**src/rtl/core/tzx_pkg.sv**
```systemverilog
package tzx_pkg;

  // End-of-stream status codes, also used as the recorded stop cause.
  localparam logic [2:0] StatusOk        = 3'd0;
  localparam logic [2:0] StatusBadSig    = 3'd1;
  localparam logic [2:0] StatusNoBlocks  = 3'd2;
  localparam logic [2:0] StatusTruncated = 3'd3;
  localparam logic [2:0] StatusUnknownId = 3'd4;

  localparam int unsigned BlockCountBitsDefault = 16;
  localparam int unsigned QueueDepth = 4;
  localparam int unsigned MaxResults = 3;

  // One output word.
  typedef struct packed {
    logic        kind;
    logic [7:0]  data;
    logic        first;
    logic        last;
    logic [2:0]  status;
    logic [15:0] blocks;
  } res_t;

  // All the words caused by one input byte.
  typedef struct packed {
    logic [1:0] cnt;
    res_t [MaxResults-1:0] items;
  } bundle_t;

endpackage

```
**src/rtl/core/tzx_front.sv**
```systemverilog
module tzx_front #(
  parameter int unsigned BLOCK_COUNT_BITS = tzx_pkg::BlockCountBitsDefault
) (
  input  logic              clk_i,
  input  logic              rst_ni,
  input  logic              in_valid_i,
  input  logic [7:0]        in_byte_i,
  input  logic              last_in_file_i,
  input  logic              full_i,
  output logic              in_ready_o,
  output logic              push_o,
  output tzx_pkg::bundle_t  bundle_o
);

  typedef enum logic [3:0] {
    PhSig,
    PhId,
    PhHdr,
    PhSkip,
    PhData,
    PhStop
  } phase_e;

  typedef struct packed {
    logic       known;
    logic [4:0] hdr;
    logic [4:0] loff;
    logic [2:0] lsz;
    logic [1:0] mult;
  } layout_t;

  localparam logic [7:0] IdStandard  = 8'h10;
  localparam logic [7:0] IdTurbo     = 8'h11;
  localparam logic [7:0] IdTone      = 8'h12;
  localparam logic [7:0] IdPulses    = 8'h13;
  localparam logic [7:0] IdPureData  = 8'h14;
  localparam logic [7:0] IdDirectRec = 8'h15;
  localparam logic [7:0] IdPause     = 8'h20;
  localparam logic [7:0] IdGroupBeg  = 8'h21;
  localparam logic [7:0] IdGroupEnd  = 8'h22;
  localparam logic [7:0] IdJump      = 8'h23;
  localparam logic [7:0] IdLoopBeg   = 8'h24;
  localparam logic [7:0] IdLoopEnd   = 8'h25;
  localparam logic [7:0] IdCallSeq   = 8'h26;
  localparam logic [7:0] IdReturn    = 8'h27;
  localparam logic [7:0] IdSelect    = 8'h28;
  localparam logic [7:0] IdStop48k   = 8'h2A;
  localparam logic [7:0] IdSetLevel  = 8'h2B;
  localparam logic [7:0] IdText      = 8'h30;
  localparam logic [7:0] IdMessage   = 8'h31;
  localparam logic [7:0] IdArchive   = 8'h32;
  localparam logic [7:0] IdHardware  = 8'h33;
  localparam logic [7:0] IdCustom    = 8'h35;
  localparam logic [7:0] IdGlue      = 8'h5A;

  localparam logic [4:0] SigLen    = 5'd8;
  localparam logic [4:0] HeaderLen = 5'd10;
  localparam int unsigned WideW = (BLOCK_COUNT_BITS > 16) ? BLOCK_COUNT_BITS : 16;
  localparam logic [BLOCK_COUNT_BITS-1:0] CountCap = '1;

  function automatic logic [7:0] sig_byte(input logic [2:0] idx);
    case (idx)
      3'd0:    sig_byte = 8'h5A;
      3'd1:    sig_byte = 8'h58;
      3'd2:    sig_byte = 8'h54;
      3'd3:    sig_byte = 8'h61;
      3'd4:    sig_byte = 8'h70;
      3'd5:    sig_byte = 8'h65;
      3'd6:    sig_byte = 8'h21;
      default: sig_byte = 8'h1A;
    endcase
  endfunction

  function automatic layout_t mk_layout(input logic [4:0] hdr, input logic [4:0] loff,
                                        input logic [2:0] lsz, input logic [1:0] mult);
    layout_t l;
    l.known = 1'b1;
    l.hdr   = hdr;
    l.loff  = loff;
    l.lsz   = lsz;
    l.mult  = mult;
    return l;
  endfunction

  function automatic layout_t id_layout(input logic [7:0] id);
    layout_t l;
    l = '0;
    case (id)
      IdStandard:  l = mk_layout(5'd4, 5'd2, 3'd2, 2'd1);
      IdTurbo:     l = mk_layout(5'd18, 5'd15, 3'd3, 2'd1);
      IdTone:      l = mk_layout(5'd4, 5'd0, 3'd0, 2'd1);
      IdPulses:    l = mk_layout(5'd1, 5'd0, 3'd1, 2'd2);
      IdPureData:  l = mk_layout(5'd10, 5'd7, 3'd3, 2'd1);
      IdDirectRec: l = mk_layout(5'd8, 5'd5, 3'd3, 2'd1);
      IdPause, IdJump, IdLoopBeg:
                   l = mk_layout(5'd2, 5'd0, 3'd0, 2'd1);
      IdGroupBeg, IdText, IdMessage:
                   l = mk_layout(5'd1, 5'd0, 3'd1, 2'd1);
      IdGroupEnd, IdLoopEnd, IdReturn:
                   l = mk_layout(5'd0, 5'd0, 3'd0, 2'd1);
      IdCallSeq:   l = mk_layout(5'd2, 5'd0, 3'd2, 2'd2);
      IdSelect, IdArchive:
                   l = mk_layout(5'd2, 5'd0, 3'd2, 2'd1);
      IdStop48k:   l = mk_layout(5'd4, 5'd0, 3'd0, 2'd1);
      IdSetLevel:  l = mk_layout(5'd5, 5'd0, 3'd0, 2'd1);
      IdHardware:  l = mk_layout(5'd1, 5'd0, 3'd1, 2'd3);
      IdCustom:    l = mk_layout(5'd20, 5'd16, 3'd4, 2'd1);
      IdGlue:      l = mk_layout(5'd9, 5'd0, 3'd0, 2'd1);
      default:     l = '0;
    endcase
    return l;
  endfunction

  function automatic logic [15:0] shown(input logic [BLOCK_COUNT_BITS-1:0] cnt);
    logic [WideW-1:0] wide;
    wide = WideW'(cnt);
    if (wide > WideW'(17'h0FFFF)) begin
      return 16'hFFFF;
    end
    return wide[15:0];
  endfunction

  function automatic tzx_pkg::res_t mk_res(input logic kind, input logic [7:0] data,
                                           input logic first, input logic last,
                                           input logic [2:0] status,
                                           input logic [15:0] blocks);
    tzx_pkg::res_t r;
    r.kind   = kind;
    r.data   = data;
    r.first  = first;
    r.last   = last;
    r.status = status;
    r.blocks = blocks;
    return r;
  endfunction

  phase_e                    phase_q, phase_d;
  logic [4:0]                off_q, off_d;
  logic [7:0]                id_q, id_d;
  logic [31:0]               gather_q, gather_d;
  logic [31:0]               rem_q, rem_d;
  logic [7:0]                xor_q, xor_d;
  logic [BLOCK_COUNT_BITS-1:0] blocks_q, blocks_d;
  logic [2:0]                stop_q, stop_d;

  logic                      accept;
  layout_t                   lay;
  logic [4:0]                off_inc;
  logic [4:0]                rel;
  logic [5:0]                lend;
  logic [31:0]               gnew;
  logic [31:0]               skip_len;
  logic [2:0]                status;
  logic [1:0]                n;
  tzx_pkg::bundle_t          bundle;

  assign accept     = in_valid_i && !full_i;
  assign in_ready_o = !full_i;
  assign push_o     = accept && (bundle.cnt != 2'd0);
  assign bundle_o   = bundle;

  always_comb begin
    phase_d  = phase_q;
    off_d    = off_q;
    id_d     = id_q;
    gather_d = gather_q;
    rem_d    = rem_q;
    xor_d    = xor_q;
    blocks_d = blocks_q;
    stop_d   = stop_q;
    n        = 2'd0;
    bundle   = '0;
    status   = tzx_pkg::StatusOk;
    off_inc  = off_q + 5'd1;
    lay      = id_layout((phase_q == PhId) ? in_byte_i : id_q);
    rel      = off_q - lay.loff;
    lend     = {1'b0, lay.loff} + {3'b000, lay.lsz};
    gnew     = gather_q;
    skip_len = '0;

    case (phase_q)
      PhSig: begin
        if (off_q < SigLen && in_byte_i != sig_byte(off_q[2:0])) begin
          phase_d = PhStop;
          stop_d  = tzx_pkg::StatusBadSig;
        end else if (off_inc >= HeaderLen) begin
          phase_d = PhId;
          off_d   = '0;
        end else begin
          off_d = off_inc;
        end
      end
      PhId: begin
        id_d = in_byte_i;
        if (!lay.known) begin
          phase_d = PhStop;
          stop_d  = tzx_pkg::StatusUnknownId;
        end else if (lay.hdr != 5'd0) begin
          phase_d  = PhHdr;
          off_d    = '0;
          gather_d = '0;
        end
      end
      PhHdr: begin
        if (off_q >= lay.loff && {1'b0, off_q} < lend) begin
          gnew[rel[1:0]*8 +: 8] = in_byte_i;
        end
        gather_d = gnew;
        off_d    = off_inc;
        if (off_inc >= lay.hdr) begin
          off_d = '0;
          if (id_q == IdStandard && gnew >= 32'd3) begin
            bundle.items[0] = mk_res(1'b0, gnew[7:0], 1'b1, 1'b0, tzx_pkg::StatusOk,
                                     shown(blocks_q));
            bundle.items[1] = mk_res(1'b0, gnew[15:8], 1'b0, 1'b0, tzx_pkg::StatusOk,
                                     shown(blocks_q));
            n       = 2'd2;
            rem_d   = gnew;
            xor_d   = '0;
            phase_d = PhData;
          end else begin
            case (lay.mult)
              2'd2:    skip_len = {gnew[30:0], 1'b0};
              2'd3:    skip_len = gnew + {gnew[30:0], 1'b0};
              default: skip_len = gnew;
            endcase
            rem_d   = skip_len;
            phase_d = (skip_len != 32'd0) ? PhSkip : PhId;
          end
        end
      end
      PhSkip: begin
        if (rem_q != 32'd0) begin
          rem_d = rem_q - 32'd1;
        end
        if (rem_d == 32'd0) begin
          phase_d = PhId;
        end
      end
      PhData: begin
        if (rem_q <= 32'd1) begin
          if (blocks_q != CountCap) begin
            blocks_d = blocks_q + 1'b1;
          end
          bundle.items[0] = mk_res(1'b0, xor_q, 1'b0, 1'b1, tzx_pkg::StatusOk,
                                   shown(blocks_d));
          n       = 2'd1;
          rem_d   = '0;
          phase_d = PhId;
        end else begin
          xor_d = xor_q ^ in_byte_i;
          bundle.items[0] = mk_res(1'b0, in_byte_i, 1'b0, 1'b0, tzx_pkg::StatusOk,
                                   shown(blocks_q));
          n     = 2'd1;
          rem_d = rem_q - 32'd1;
        end
      end
      PhStop: begin
      end
      default: begin
        phase_d = PhStop;
      end
    endcase

    if (last_in_file_i) begin
      if (phase_d == PhSig || stop_d == tzx_pkg::StatusBadSig) begin
        status = tzx_pkg::StatusBadSig;
      end else if (phase_d == PhData) begin
        status = tzx_pkg::StatusTruncated;
      end else if (blocks_d == '0) begin
        status = tzx_pkg::StatusNoBlocks;
      end else if (stop_d == tzx_pkg::StatusUnknownId) begin
        status = tzx_pkg::StatusUnknownId;
      end else begin
        status = tzx_pkg::StatusOk;
      end
      bundle.items[n] = mk_res(1'b1, 8'h00, 1'b0, 1'b0, status, shown(blocks_d));
      n        = n + 2'd1;
      // The report starts a fresh image.
      phase_d  = PhSig;
      off_d    = '0;
      id_d     = '0;
      gather_d = '0;
      rem_d    = '0;
      xor_d    = '0;
      blocks_d = '0;
      stop_d   = tzx_pkg::StatusOk;
    end
    bundle.cnt = n;
  end

  always_ff @(posedge clk_i or negedge rst_ni) begin
    if (!rst_ni) begin
      phase_q  <= PhSig;
      off_q    <= '0;
      id_q     <= '0;
      gather_q <= '0;
      rem_q    <= '0;
      xor_q    <= '0;
      blocks_q <= '0;
      stop_q   <= tzx_pkg::StatusOk;
    end else if (accept) begin
      phase_q  <= phase_d;
      off_q    <= off_d;
      id_q     <= id_d;
      gather_q <= gather_d;
      rem_q    <= rem_d;
      xor_q    <= xor_d;
      blocks_q <= blocks_d;
      stop_q   <= stop_d;
    end
  end

endmodule

```
**src/rtl/core/tzx_queue.sv**
```systemverilog
module tzx_queue (
  input  logic             clk_i,
  input  logic             rst_ni,
  input  logic             push_i,
  input  tzx_pkg::bundle_t wdata_i,
  input  logic             pop_i,
  output tzx_pkg::bundle_t rdata_o,
  output logic             full_o,
  output logic             empty_o
);

  localparam int unsigned PtrW = $clog2(tzx_pkg::QueueDepth);
  localparam int unsigned CntW = $clog2(tzx_pkg::QueueDepth + 1);

  tzx_pkg::bundle_t      mem_q [tzx_pkg::QueueDepth];
  logic [PtrW-1:0]       wptr_q, rptr_q;
  logic [CntW-1:0]       cnt_q;
  logic                  do_push, do_pop;

  assign full_o  = (cnt_q == CntW'(tzx_pkg::QueueDepth));
  assign empty_o = (cnt_q == '0);
  assign do_push = push_i && !full_o;
  assign do_pop  = pop_i && !empty_o;
  assign rdata_o = mem_q[rptr_q];

  always_ff @(posedge clk_i) begin
    if (do_push) begin
      mem_q[wptr_q] <= wdata_i;
    end
  end

  always_ff @(posedge clk_i or negedge rst_ni) begin
    if (!rst_ni) begin
      wptr_q <= '0;
      rptr_q <= '0;
      cnt_q  <= '0;
    end else begin
      if (do_push) begin
        wptr_q <= wptr_q + 1'b1;
      end
      if (do_pop) begin
        rptr_q <= rptr_q + 1'b1;
      end
      if (do_push && !do_pop) begin
        cnt_q <= cnt_q + 1'b1;
      end else if (do_pop && !do_push) begin
        cnt_q <= cnt_q - 1'b1;
      end
    end
  end

endmodule

```
**src/rtl/core/tzx_back.sv**
```systemverilog
module tzx_back (
  input  logic             clk_i,
  input  logic             rst_ni,
  input  tzx_pkg::bundle_t head_i,
  input  logic             empty_i,
  output logic             pop_o,
  input  logic             out_ready_i,
  output logic             out_valid_o,
  output tzx_pkg::res_t    res_o
);

  tzx_pkg::bundle_t cur_q;
  logic [1:0]       idx_q;
  logic             valid_q;
  logic             final_word;

  assign final_word  = (idx_q == cur_q.cnt - 2'd1);
  assign pop_o       = !empty_i && (!valid_q || (out_ready_i && final_word));
  assign out_valid_o = valid_q;
  assign res_o       = cur_q.items[idx_q];

  always_ff @(posedge clk_i) begin
    if (pop_o) begin
      cur_q <= head_i;
    end
  end

  always_ff @(posedge clk_i or negedge rst_ni) begin
    if (!rst_ni) begin
      valid_q <= 1'b0;
      idx_q   <= '0;
    end else if (pop_o) begin
      valid_q <= 1'b1;
      idx_q   <= '0;
    end else if (valid_q && out_ready_i) begin
      if (final_word) begin
        valid_q <= 1'b0;
        idx_q   <= '0;
      end else begin
        idx_q <= idx_q + 2'd1;
      end
    end
  end

endmodule

```
**src/rtl/core/tzx_to_tap_stream_converter.sv**
```systemverilog
// A word is registered first in its queue entry and then in the output register before it is
// offered. One TZX byte per cycle is taken while the queue is not full; the byte that closes a
// standard block header of length three or more yields two words, the final byte one more, and
// the output port sets the pace. A four-entry queue of per-byte word groups sits between parser
// and output sequencer. Reset (rst_ni low, asynchronous) returns the parser to the signature
// check and empties the queue and the output register.
module tzx_to_tap_stream_converter #(
  parameter int unsigned BLOCK_COUNT_BITS = tzx_pkg::BlockCountBitsDefault
) (
  input  logic        clk_i,
  input  logic        rst_ni,
  input  logic        in_valid_i,
  output logic        in_ready_o,
  input  logic [7:0]  in_byte_i,
  input  logic        last_in_file_i,
  output logic        out_valid_o,
  input  logic        out_ready_i,
  output logic        out_kind_o,
  output logic [7:0]  out_byte_o,
  output logic        block_first_o,
  output logic        block_last_o,
  output logic [2:0]  end_status_o,
  output logic [15:0] blocks_done_o
);

  // The front parser decides, for every byte, the whole group of words it causes
  // (pass-through data, length prefix, computed checksum, end report) and pushes that
  // group as one queue entry. Bytes that cause nothing are consumed without a push.
  tzx_pkg::bundle_t push_bundle;
  tzx_pkg::bundle_t head_bundle;
  tzx_pkg::res_t    res;
  logic             push, pop, full, empty;

  tzx_front #(
    .BLOCK_COUNT_BITS(BLOCK_COUNT_BITS)
  ) u_front (
    .clk_i          (clk_i),
    .rst_ni         (rst_ni),
    .in_valid_i     (in_valid_i),
    .in_byte_i      (in_byte_i),
    .last_in_file_i (last_in_file_i),
    .full_i         (full),
    .in_ready_o     (in_ready_o),
    .push_o         (push),
    .bundle_o       (push_bundle)
  );

  // The queue lets the parser keep taking bytes while the output side is stalled.
  tzx_queue u_queue (
    .clk_i   (clk_i),
    .rst_ni  (rst_ni),
    .push_i  (push),
    .wdata_i (push_bundle),
    .pop_i   (pop),
    .rdata_o (head_bundle),
    .full_o  (full),
    .empty_o (empty)
  );

  // The back end holds one group in its output register and hands its words out in
  // order, loading the next group, if one is queued, in the same cycle the last word is taken.
  tzx_back u_back (
    .clk_i       (clk_i),
    .rst_ni      (rst_ni),
    .head_i      (head_bundle),
    .empty_i     (empty),
    .pop_o       (pop),
    .out_ready_i (out_ready_i),
    .out_valid_o (out_valid_o),
    .res_o       (res)
  );

  assign out_kind_o    = res.kind;
  assign out_byte_o    = res.data;
  assign block_first_o = res.first;
  assign block_last_o  = res.last;
  assign end_status_o  = res.status;
  assign blocks_done_o = res.blocks;

endmodule

```
**config.mk**
```make
export PLATFORM = sky130hd
export DESIGN_NAME = tzx_to_tap_stream_converter
export DESIGN_NICKNAME = d
export VERILOG_FILES = /design/src/rtl/core/tzx_pkg.sv /design/src/rtl/core/tzx_front.sv /design/src/rtl/core/tzx_queue.sv /design/src/rtl/core/tzx_back.sv /design/src/rtl/core/tzx_to_tap_stream_converter.sv
export SDC_FILE = /design/constraint.sdc
export NUM_CORES = 1
export LEC_CHECK = 0
export ABC_AREA = 0
export BUFFER_PORTS_ARGS = -buffer_cell sky130_fd_sc_hd__buf_4
export CORE_MARGIN = 5
export CORE_UTILIZATION = 30
export CTS_CLUSTER_DIAMETER = 200
export DETAILED_ROUTE_END_ITERATION = 10
export MAX_ROUTING_LAYER = met4
export SYNTH_ARGS = -nofsm -noshare
export SYNTH_HDL_FRONTEND = slang
export SYNTH_SLANG_ARGS = --single-unit
export TNS_END_PERCENT = 50
```
**constraint.sdc**
```tcl
create_clock -name clk_i -period 10.89 [get_ports clk_i]
set_input_delay 0.5445 -clock clk_i [delete_from_list [all_inputs] [get_ports clk_i]]
set_output_delay 0.5445 -clock clk_i [all_outputs]
set_load 0.01 [all_outputs]
```
==> results of run 1 <==
worst max path at each step:
stage                        from                   end
3_5_place_dp   u_front.phase_q[1]  u_queue.mem_q[1][46]
3_3_place_gp   u_front.phase_q[1]  u_queue.mem_q[1][76]
4_1_cts        u_front.phase_q[1]  u_queue.mem_q[1][46]
6_report       u_front.phase_q[1]  u_queue.mem_q[1][30]
5_1_grt        u_front.phase_q[1]  u_queue.mem_q[1][60]
2_1_floorplan  u_front.phase_q[2]   u_queue.mem_q[0][0]
sequential cells by signal (all words and copies together) (netlist names):
register	count
u_back.idx_q	2
u_front.stop_q	3
u_back.cur_q	80
u_front.rem_q	32
u_front.blocks_q	16
u_front.gather_q	32
u_queue.mem_q	320
u_queue.cnt_q	3
u_back.out_valid_o	1
u_queue.wptr_q	2
u_front.id_q	8
u_front.phase_q	4
u_front.xor_q	8
u_front.off_q	5
u_queue.rptr_q	2
final cells by class:
| cell class | count | area share, % |
|---|---|---|
| clock buffer | 63 | 4.59 |
| clock inverter | 36 | 1.12 |
| inverter | 75 | 0.927 |
| multi-input combinational | 1599 | 37.0 |
| sequential | 518 | 49.3 |
| tap | 1176 | 4.85 |
| timing repair buffer | 81 | 2.17 |
through the flow:
stage	setup WS (ns)	std cells
3_3_place_gp	1.43	3449
6_report	1.08	3548
2_1_floorplan	1.88	2326
4_1_cts	1.14	3548
5_1_grt	0.415	3548
3_5_place_dp	1.17	3449
report_power, final:
part / leakage (nW) / internal [mW] / switching [mW]
clock network: 0.839 / 1.02 / 0.797
registers: 5.21 / 2.64 / 0.244
logic: 4.94 / 1.35 / 2.31
total: 11.0 / 5.01 / 3.35
logic make-up after synthesis:
family / count (synthesis) / share of synthesized area [%]
compound gates: 575 / 13.0
fa+ha+maj: 94 / 4.44
simple gates: 711 / 12.4
xor+xnor: 61 / 1.98
buf+inv: 209 / 3.00
mux: 158 / 9.70
flops: 518 / 55.5
routing by layer:
metal / share of wire, % / track usage [%] / routed length (um)
met3: 5.3 / 2.01 / 3830
met1: 45 / 20.7 / 32100
met5: 0 / - / 0
met2: 47 / 23.6 / 33800
met4: 2.7 / 4.06 / 1950
synth_stat cells (16+ instances only):
cell        n  share of area, %
mux2_2     16              0.67
mux2i_1    59               2.2
o21ai_1    43              0.80
buf_1      18              0.25
nor3_1     38              0.70
a21oi_1   137               2.5
inv_1      73               1.0
a22o_1     20              0.65
xor2_1     29              0.94
edfxtp_1  400                45
nand2b_1   18              0.42
xnor2_1    32               1.0
nand4_1    28              0.65
nor2_1    185               2.6
dfrtp_1   118                11
ha_1       91               4.2
nand3_1    43              0.80
a31oi_1    20              0.46
mux4_2     81               6.8
and3_1     21              0.49
nor4_1     21              0.49
clkbuf_1  107               1.5
o22ai_1    22              0.51
and2_1     32              0.74
nand2_1   248               3.5
o21ai_0   184               3.4
==> results.json, run 1 <==
{
  "outcome": "completed",
  "reg2reg_depth": 30,
  "grtUsageTotal_pct": 15.0,
  "rows": 110,
  "n_antenna_cell": 0,
  "design_area_um2": 30400,
  "layout.cells.most_common": "edfxtp_1",
  "synthToLayoutAreaGrowth_pct": 12.6,
  "cts_resized": 0,
  "endpoint_kind": "register",
  "overflow": 0,
  "async_flop_share_pct": 22.8,
  "fill_cells": 8796,
  "ios": 45,
  "antenna_found_initial": 0,
  "final_antenna_net_count": 0,
  "netlist_area_um2": 27000,
  "first_iter_violations": 1776,
  "die_y_um": 310,
  "finalSetupViolations": 0,
  "cts_root_buf": "clkbuf_16",
  "rr_endpoint": "u_queue.mem_q[1][30]",
  "seq_area_um2": 15000,
  "total_power_mw": 8.36,
  "ctsHoldBuffers": 0,
  "slew_headroom_pct": 28.1,
  "fmax_mhz": 102,
  "tightest_slew_ns": 1.07,
  "grt_max_degree": 68,
  "synth_edf_count": 400,
  "p_leak_nw": 11.0,
  "ys_seq_area_share_pct": 55.5,
  "maxCapViolCount": 0,
  "crit_cells": 30,
  "synthesis.nets": 2433,
  "syn_inst": 2326,
  "vias": 18964,
  "crit_fanout": 31,
  "min_path_type": "in -> async",
  "finalCritPeriodShare_pct": 90.1,
  "drc_errors": 0,
  "vdd_drop_max_v": 0.000190,
  "cpPeakStageDelay_ns": 0.82,
  "crit_family": "simple AND/OR/NAND/NOR gates",
  "nets": 2435,
  "finalCriticalPeriod_ns": 9.81,
  "ys_seq_elements": 518,
  "slew_violations": 0,
  "dieWidth_um": 310,
  "path_clk_slew_ns": 0.06,
  "crit_buf_inv": 6,
  "core_um2": 89600,
  "powerDensity_nw_per_um2": 275,
  "clkSinkCount": 518,
  "grt_pass1_vias": 18108,
  "cp-start-kind": "register",
  "hold_slack_ns": 0.0334,
  "synth_top_flop_cell": "edfxtp_1",
  "ff2ff_setup_slack_ns": 1.08,
  "post_cts.repair.setup_buffers": 0,
  "setup_tns_ns": 0,
  "start_util_pct": 30.1,
  "clock_skew_ns": 0.0301,
  "viasPerCell": 5.34,
  "most-common-layout-cells": "edfxtp_1, nand2_1, nor2_1",
  "yosys_warnings": 0,
  "avgSynthCellArea_um2": 11.6,
  "gp_congestion": 0.876,
  "cp.arrival_ns": 10.09,
  "grt_pass1_wl_um": 111000,
  "r2r_start": "u_front.phase_q[1]",
  "wire_per_inst_um": 20.2,
  "multiInputGateArea_um2": 11200,
  "critPathKind": "reg -> reg",
  "drive_gt1_share_pct": 12.5,
  "critPathRequiredTime_ns": 11.16,
  "cp_slowest_cell": "o21ai_0",
  "drt-pass1-iter-count": 7,
  "cts_buffers": 53,
  "report.final.hold_viol_count": 0,
  "cts_max_level": 2,
  "die-area_um2": 96000,
  "placed_area_um2": 28600,
  "clockBufferDepth": 3,
  "fin_util_pct": 33.9,
  "routed_wirelength_um": 71600,
  "rsz0062_at_grt": "false",
  "port_buffers": 44,
  "insertion_delay_ns": 0.61,
  "dp_hpwl_um": 49100,
  "cts_tree": "built",
  "synthDistinctLibCells": 78
}
Power figures use the tool's default switching activity.
==> inputs of run 2 (changes only) <==
--- a/config.mk
+++ b/config.mk
@@ -7,11 +7,14 @@
 export LEC_CHECK = 0
 export ABC_AREA = 0
 export BUFFER_PORTS_ARGS = -buffer_cell sky130_fd_sc_hd__buf_4
+export CELL_PAD_IN_SITES_DETAIL_PLACEMENT = 0
+export CELL_PAD_IN_SITES_GLOBAL_PLACEMENT = 2
 export CORE_MARGIN = 5
 export CORE_UTILIZATION = 30
 export CTS_CLUSTER_DIAMETER = 200
 export DETAILED_ROUTE_END_ITERATION = 10
 export MAX_ROUTING_LAYER = met4
+export PLACE_DENSITY_LB_ADDON = 0.1
 export SYNTH_ARGS = -nofsm -noshare
 export SYNTH_HDL_FRONTEND = slang
 export SYNTH_SLANG_ARGS = --single-unit
==> run 2 against run 1 <==
Compared with the run above: sequential power hardly changed; power is 4.1% higher; first-iteration DRC count is 22% lower; register-to-register slack better by 0.30 ns; clock skew is 0.0085 ns lower; global-route usage is 3.3 points higher; design area is 1.1% higher; largest power group unchanged.
==> results.json, run 2 (synthesized netlist as in run 1, its figures left out) <==
{
  "outcome": "completed",
  "cts_buffers": 58,
  "critPathRequiredTime_ns": 11.20,
  "clockBufferDepth": 3,
  "top_register": "u_queue.mem_q",
  "cp_slowest_cell": "mux2i_1",
  "maxCapViolCount": 0,
  "setup_tns_ns": 0,
  "nets": 2461,
  "rows": 110,
  "grt_max_degree": 57,
  "slew_headroom_pct": 30.9,
  "fin_cells": 3579,
  "first_iter_violations": 1385,
  "grtUsageTotal_pct": 18.4,
  "gp_congestion": 0.831,
  "wire_per_inst_um": 24.3,
  "crit_fanout": 35,
  "dp_hpwl_um": 60400,
  "finalSetupViolations": 0,
  "clkSinkCount": 518,
  "die_y_um": 310,
  "drc_errors": 0,
  "hold_slack_ns": 0.228,
  "cts_root_buf": "clkbuf_16",
  "n_antenna_cell": 0,
  "cts_tree": "built",
  "routed_wirelength_um": 86800,
  "ios": 45,
  "finalCriticalPeriod_ns": 9.51,
  "drt-pass1-iter-count": 6,
  "crit_family": "simple AND/OR/NAND/NOR gates",
  "dieWidth_um": 310,
  "largest_register_ffs": 320,
  "finalCritPeriodShare_pct": 87.3,
  "viasPerCell": 5.30,
  "total_power_mw": 8.71,
  "endpoint_kind": "register",
  "antenna_found_initial": 0,
  "top_regs": "u_queue.mem_q x320, u_back.cur_q x80",
  "post-place-cells": 3469,
  "tightest_slew_ns": 1.04,
  "rsz0062_at_grt": "false",
  "core_um2": 89600,
  "cts_max_level": 2,
  "overflow": 0,
  "multiInputGateArea_um2": 11200,
  "die-area_um2": 96000,
  "path_clk_slew_ns": 0.07,
  "vias": 18970,
  "cp-start-kind": "register",
  "pre_cts_slack_ns": 1.41,
  "post_cts.repair.setup_buffers": 0,
  "start_util_pct": 30.1,
  "port_buffers": 44,
  "design_area_um2": 30700,
  "fill_cells": 8907,
  "ctsHoldBuffers": 1,
  "insertion_delay_ns": 0.62,
  "vdd_drop_max_v": 0.000193,
  "clock_skew_ns": 0.0216,
  "setup_slack_ns": 1.38,
  "most-common-layout-cells": "edfxtp_1, nand2_1, nor2_1, o21ai_0, a21oi_1",
  "p_leak_nw": 11.2,
  "synthToLayoutAreaGrowth_pct": 13.8,
  "cts_resized": 0,
  "grt_pass1_vias": 19217,
  "grt_pass1_wl_um": 129000,
  "report.final.hold_viol_count": 0,
  "placed_area_um2": 28800,
  "cpPeakStageDelay_ns": 0.85,
  "layout.cells.most_common": "edfxtp_1",
  "seq_area_um2": 15000,
  "drive_gt1_share_pct": 13.4,
  "fmax_mhz": 105,
  "critPathKind": "reg -> reg",
  "cp.arrival_ns": 9.82,
  "crit_buf_inv": 7,
  "powerDensity_nw_per_um2": 284,
  "critPathMostFrequentCell": "inv_1",
  "fin_util_pct": 34.3,
  "final_antenna_net_count": 0,
  "min_path_type": "in -> reg",
  "slew_violations": 0
}
[run 2: worst reg2reg max path: cells and delay by family (launching register included)]
kind / cells / cell delay (ns)
flip-flops: 1 / 0.51
adder cells (fa/ha/maj): 5 / 1.39
multiplexers: 2 / 1.39
AND/OR/NAND/NOR: 13 / 3.82
buffers and inverters: 7 / 1.03
AO/OA/AOI/OAI: 6 / 1.01
[run 2: final cells by class]
class | count | area share (%)
repair buffers | 102 | 2.67
clock buffers | 72 | 4.93
flip-flops and latches | 518 | 48.8
multi-input cells | 1599 | 36.6
clock inverters | 37 | 1.27
inverters | 75 | 0.917
well taps | 1176 | 4.79
[run 2: report_power, final]
part           internal (mW)  switching, mW  leakage (nW)  total, mW
Combinational           1.39           2.43          5.04       3.82
Clock                   1.14          0.830         0.926       1.97
Sequential              2.64          0.280          5.21       2.92
Total                   5.17           3.54          11.2       8.71
[run 2: worst paths after layout]
check,startpoint,slack (ns),cells after the start,to
min in group asynchronous,rst_ni,0.37,2,u_back.idx_q[0]
max in group asynchronous,rst_ni,8.57,4,u_front.id_q[3]
max reg2reg,u_front.phase_q[1],1.38,33,u_queue.mem_q[2][36]
max,u_front.phase_q[1],1.38,33,u_queue.mem_q[2][36]
min,out_ready_i,0.23,3,u_back.idx_q[0]
min reg2reg,u_front.gather_q[31],0.48,2,u_front.gather_q[31]
[run 2: per-layer routing]
layer	wire length (um)	global-route usage (%)	vias up
met5	0	-	-
li1	-	-	8848
met1	37800	23.3	9613
met2	43300	31.1	393
met4	2810	5.46	0
met3	2880	2.10	116
==> inputs of run 3 (changes only) <==
--- a/config.mk
+++ b/config.mk
@@ -6,7 +6,7 @@
 export NUM_CORES = 1
 export LEC_CHECK = 0
 export ABC_AREA = 0
-export BUFFER_PORTS_ARGS = -buffer_cell sky130_fd_sc_hd__buf_4
+export BUFFER_PORTS_ARGS = -buffer_cell sky130_fd_sc_hd__buf_2
 export CELL_PAD_IN_SITES_DETAIL_PLACEMENT = 0
 export CELL_PAD_IN_SITES_GLOBAL_PLACEMENT = 2
 export CORE_MARGIN = 5
==> constraint.sdc (replaced) <==
create_clock -name clk_i -period 10.89 [get_ports clk_i]
set_input_delay 0.5445 -clock clk_i [delete_from_list [all_inputs] [get_ports clk_i]]
set_output_delay 0.5445 -clock clk_i [all_outputs]
set_load 0.1 [all_outputs]
==> run 3 against run 2 <==
Compared with the run above: hold slack got worse by 0.031 ns; sequential cell count did not move; via count shrank 0.16%; utilization fell by 0.060 points; die area unchanged; register-to-register slack lost 0.47 ns; critical path depth increased by 1; power is 5.9% higher; clock skew rose by 0.018 ns; critical path type unchanged; cell count barely moved; largest cell class unchanged; first-iteration DRC count grew 0.51%.
==> results.json, run 3 (synthesized netlist as in run 1, its figures left out) <==
{
  "outcome": "completed",
  "seq_area_um2": 15000,
  "cpPeakStageDelay_ns": 0.94,
  "gp_congestion": 0.841,
  "tightest_slew_ns": 1.12,
  "endpoint_kind": "register",
  "wire_per_inst_um": 24.6,
  "critPathRequiredTime_ns": 11.29,
  "cts_buffers": 59,
  "clock_skew_ns": 0.0398,
  "top_register": "u_queue.mem_q",
  "min_path_type": "in -> reg",
  "crit_fanout": 19,
  "whs_path_depth": 3,
  "grt_max_degree": 63,
  "ff2ff_setup_slack_ns": 0.91,
  "dp_hpwl_um": 59900,
  "met3_usage_pct": 1.90,
  "fin_cells": 3577,
  "finalSetupViolations": 0,
  "final_antenna_net_count": 0,
  "path_clk_slew_ns": 0.06,
  "critPathMostFrequentCell": "inv_1",
  "antenna_found_initial": 1,
  "rsz0062_at_grt": "false",
  "report.final.hold_viol_count": 0,
  "viasPerCell": 5.29,
  "nets": 2457,
  "fill_cells": 8895,
  "post_cts.repair.setup_buffers": 0,
  "start_util_pct": 30.1,
  "fmax_mhz": 100,
  "crit_buf_inv": 6,
  "grt_util_met1_pct": 24.0,
  "most-common-layout-cells": "edfxtp_1, nand2_1, nor2_1, o21ai_0, a21oi_1",
  "grt_pass1_wl_um": 132000,
  "cp.arrival_ns": 10.38,
  "maxCapViolCount": 0,
  "total_power_mw": 9.22,
  "hold_end": "u_back.idx_q[0]",
  "cts_root_buf": "clkbuf_16",
  "multiInputGateArea_um2": 11200,
  "grtUsageTotal_pct": 18.7,
  "die-area_um2": 96000,
  "ctsHoldBuffers": 1,
  "insertion_delay_ns": 0.66,
  "setup_tns_ns": 0,
  "finalCritPeriodShare_pct": 91.7,
  "setup_slack_ns": 0.908,
  "hp-start": "out_ready_i",
  "cts_tree": "built",
  "slew_violations": 0,
  "top_regs": "u_queue.mem_q x320, u_back.cur_q x80",
  "port_buffers": 44,
  "largest_register_ffs": 320,
  "cp-start-kind": "register",
  "p_leak_nw": 11.2,
  "synthToLayoutAreaGrowth_pct": 13.6,
  "rr_endpoint": "u_queue.mem_q[3][7]",
  "cts_resized": 0,
  "die_y_um": 310,
  "post-place-cells": 3464,
  "cp_slowest_cell": "or4b_1",
  "finalCriticalPeriod_ns": 9.98,
  "fin_util_pct": 34.2,
  "grt_use_met2_pct": 32.5,
  "critPathKind": "reg -> reg",
  "hold_slack_ns": 0.197,
  "drive_gt1_share_pct": 13.4,
  "r2r_start": "u_front.phase_q[1]",
  "clockBufferDepth": 3,
  "pre_cts_slack_ns": 0.989,
  "grt.busiest_layer": "met2",
  "routed_wirelength_um": 88100,
  "layout.cells.most_common": "edfxtp_1",
  "overflow": 0,
  "ios": 45,
  "first_iter_violations": 1392,
  "reg2reg_depth": 34,
  "cts_max_level": 2,
  "crit_family": "simple AND/OR/NAND/NOR gates",
  "dieWidth_um": 310,
  "design_area_um2": 30600,
  "powerDensity_nw_per_um2": 301,
  "vdd_drop_max_v": 0.000289,
  "grt_pass1_vias": 19257,
  "drt-pass1-iter-count": 6,
  "placed_area_um2": 28600,
  "vias": 18940,
  "drc_errors": 0,
  "core_um2": 89600,
  "clkSinkCount": 518,
  "slew_headroom_pct": 25.6,
  "rows": 110
}
[run 3: cell count changes in the layout (fill, tap and decap cells not counted), sizes merged]
cell,before,now
diode,0,1
clkinvlp,3,4
bufinv,6,5
clkbuf,72,82
inv,77,76
clkinv,26,19
buf,101,96
[run 3: how the worst max path moves through the flow]
stage                        from                    to  slack [ns]  cells after the start
2_1_floorplan  u_front.phase_q[2]   u_queue.mem_q[0][0]        1.88                     34
3_3_place_gp   u_front.phase_q[1]  u_queue.mem_q[1][68]        1.19                     33
3_5_place_dp   u_front.phase_q[1]   u_queue.mem_q[2][8]        0.99                     33
4_1_cts        u_front.phase_q[1]   u_queue.mem_q[3][7]        0.98                     34
5_1_grt        u_front.phase_q[1]   u_queue.mem_q[3][7]        0.07                     34
6_report       u_front.phase_q[1]   u_queue.mem_q[3][7]        0.91                     34
[run 3: final cells by class]
cell class | instances | share of cell area, %
Inverter | 75 | 0.919
Clock buffer | 82 | 5.33
Tap cell | 1176 | 4.80
Sequential cell | 518 | 48.9
Timing Repair Buffer | 97 | 2.21
Multi-Input combinational cell | 1599 | 36.7
Clock inverter | 29 | 1.16
Antenna cell | 1 | 0.00817
[run 3: where the power goes]
| part | total (mW) | switching (mW) | internal, mW | leakage [nW] |
|---|---|---|---|---|
| sequential | 2.91 | 0.266 | 2.64 | 5.21 |
| clock | 2.03 | 0.858 | 1.18 | 0.961 |
| combinational | 4.28 | 2.96 | 1.33 | 4.99 |
[run 3: worst register-to-register path, delay by kind of cell (launching register included)]
kind                     cells  cell delay [ns]
AND/OR/NAND/NOR             10             3.68
flip-flops                   1             0.50
adder cells (fa/ha/maj)      5             1.30
AO/OA/AOI/OAI               11             2.04
multiplexers                 2             1.34
buffers and inverters        6             0.92
[run 3: metal layers]
| metal | vias up | share of wire [%] |
|---|---|---|
| met4 | 0 | 2.2 |
| li1 | 8830 | - |
| met5 | - | 0 |
| met1 | 9623 | 43 |
| met3 | 106 | 3.2 |
| met2 | 381 | 51 |
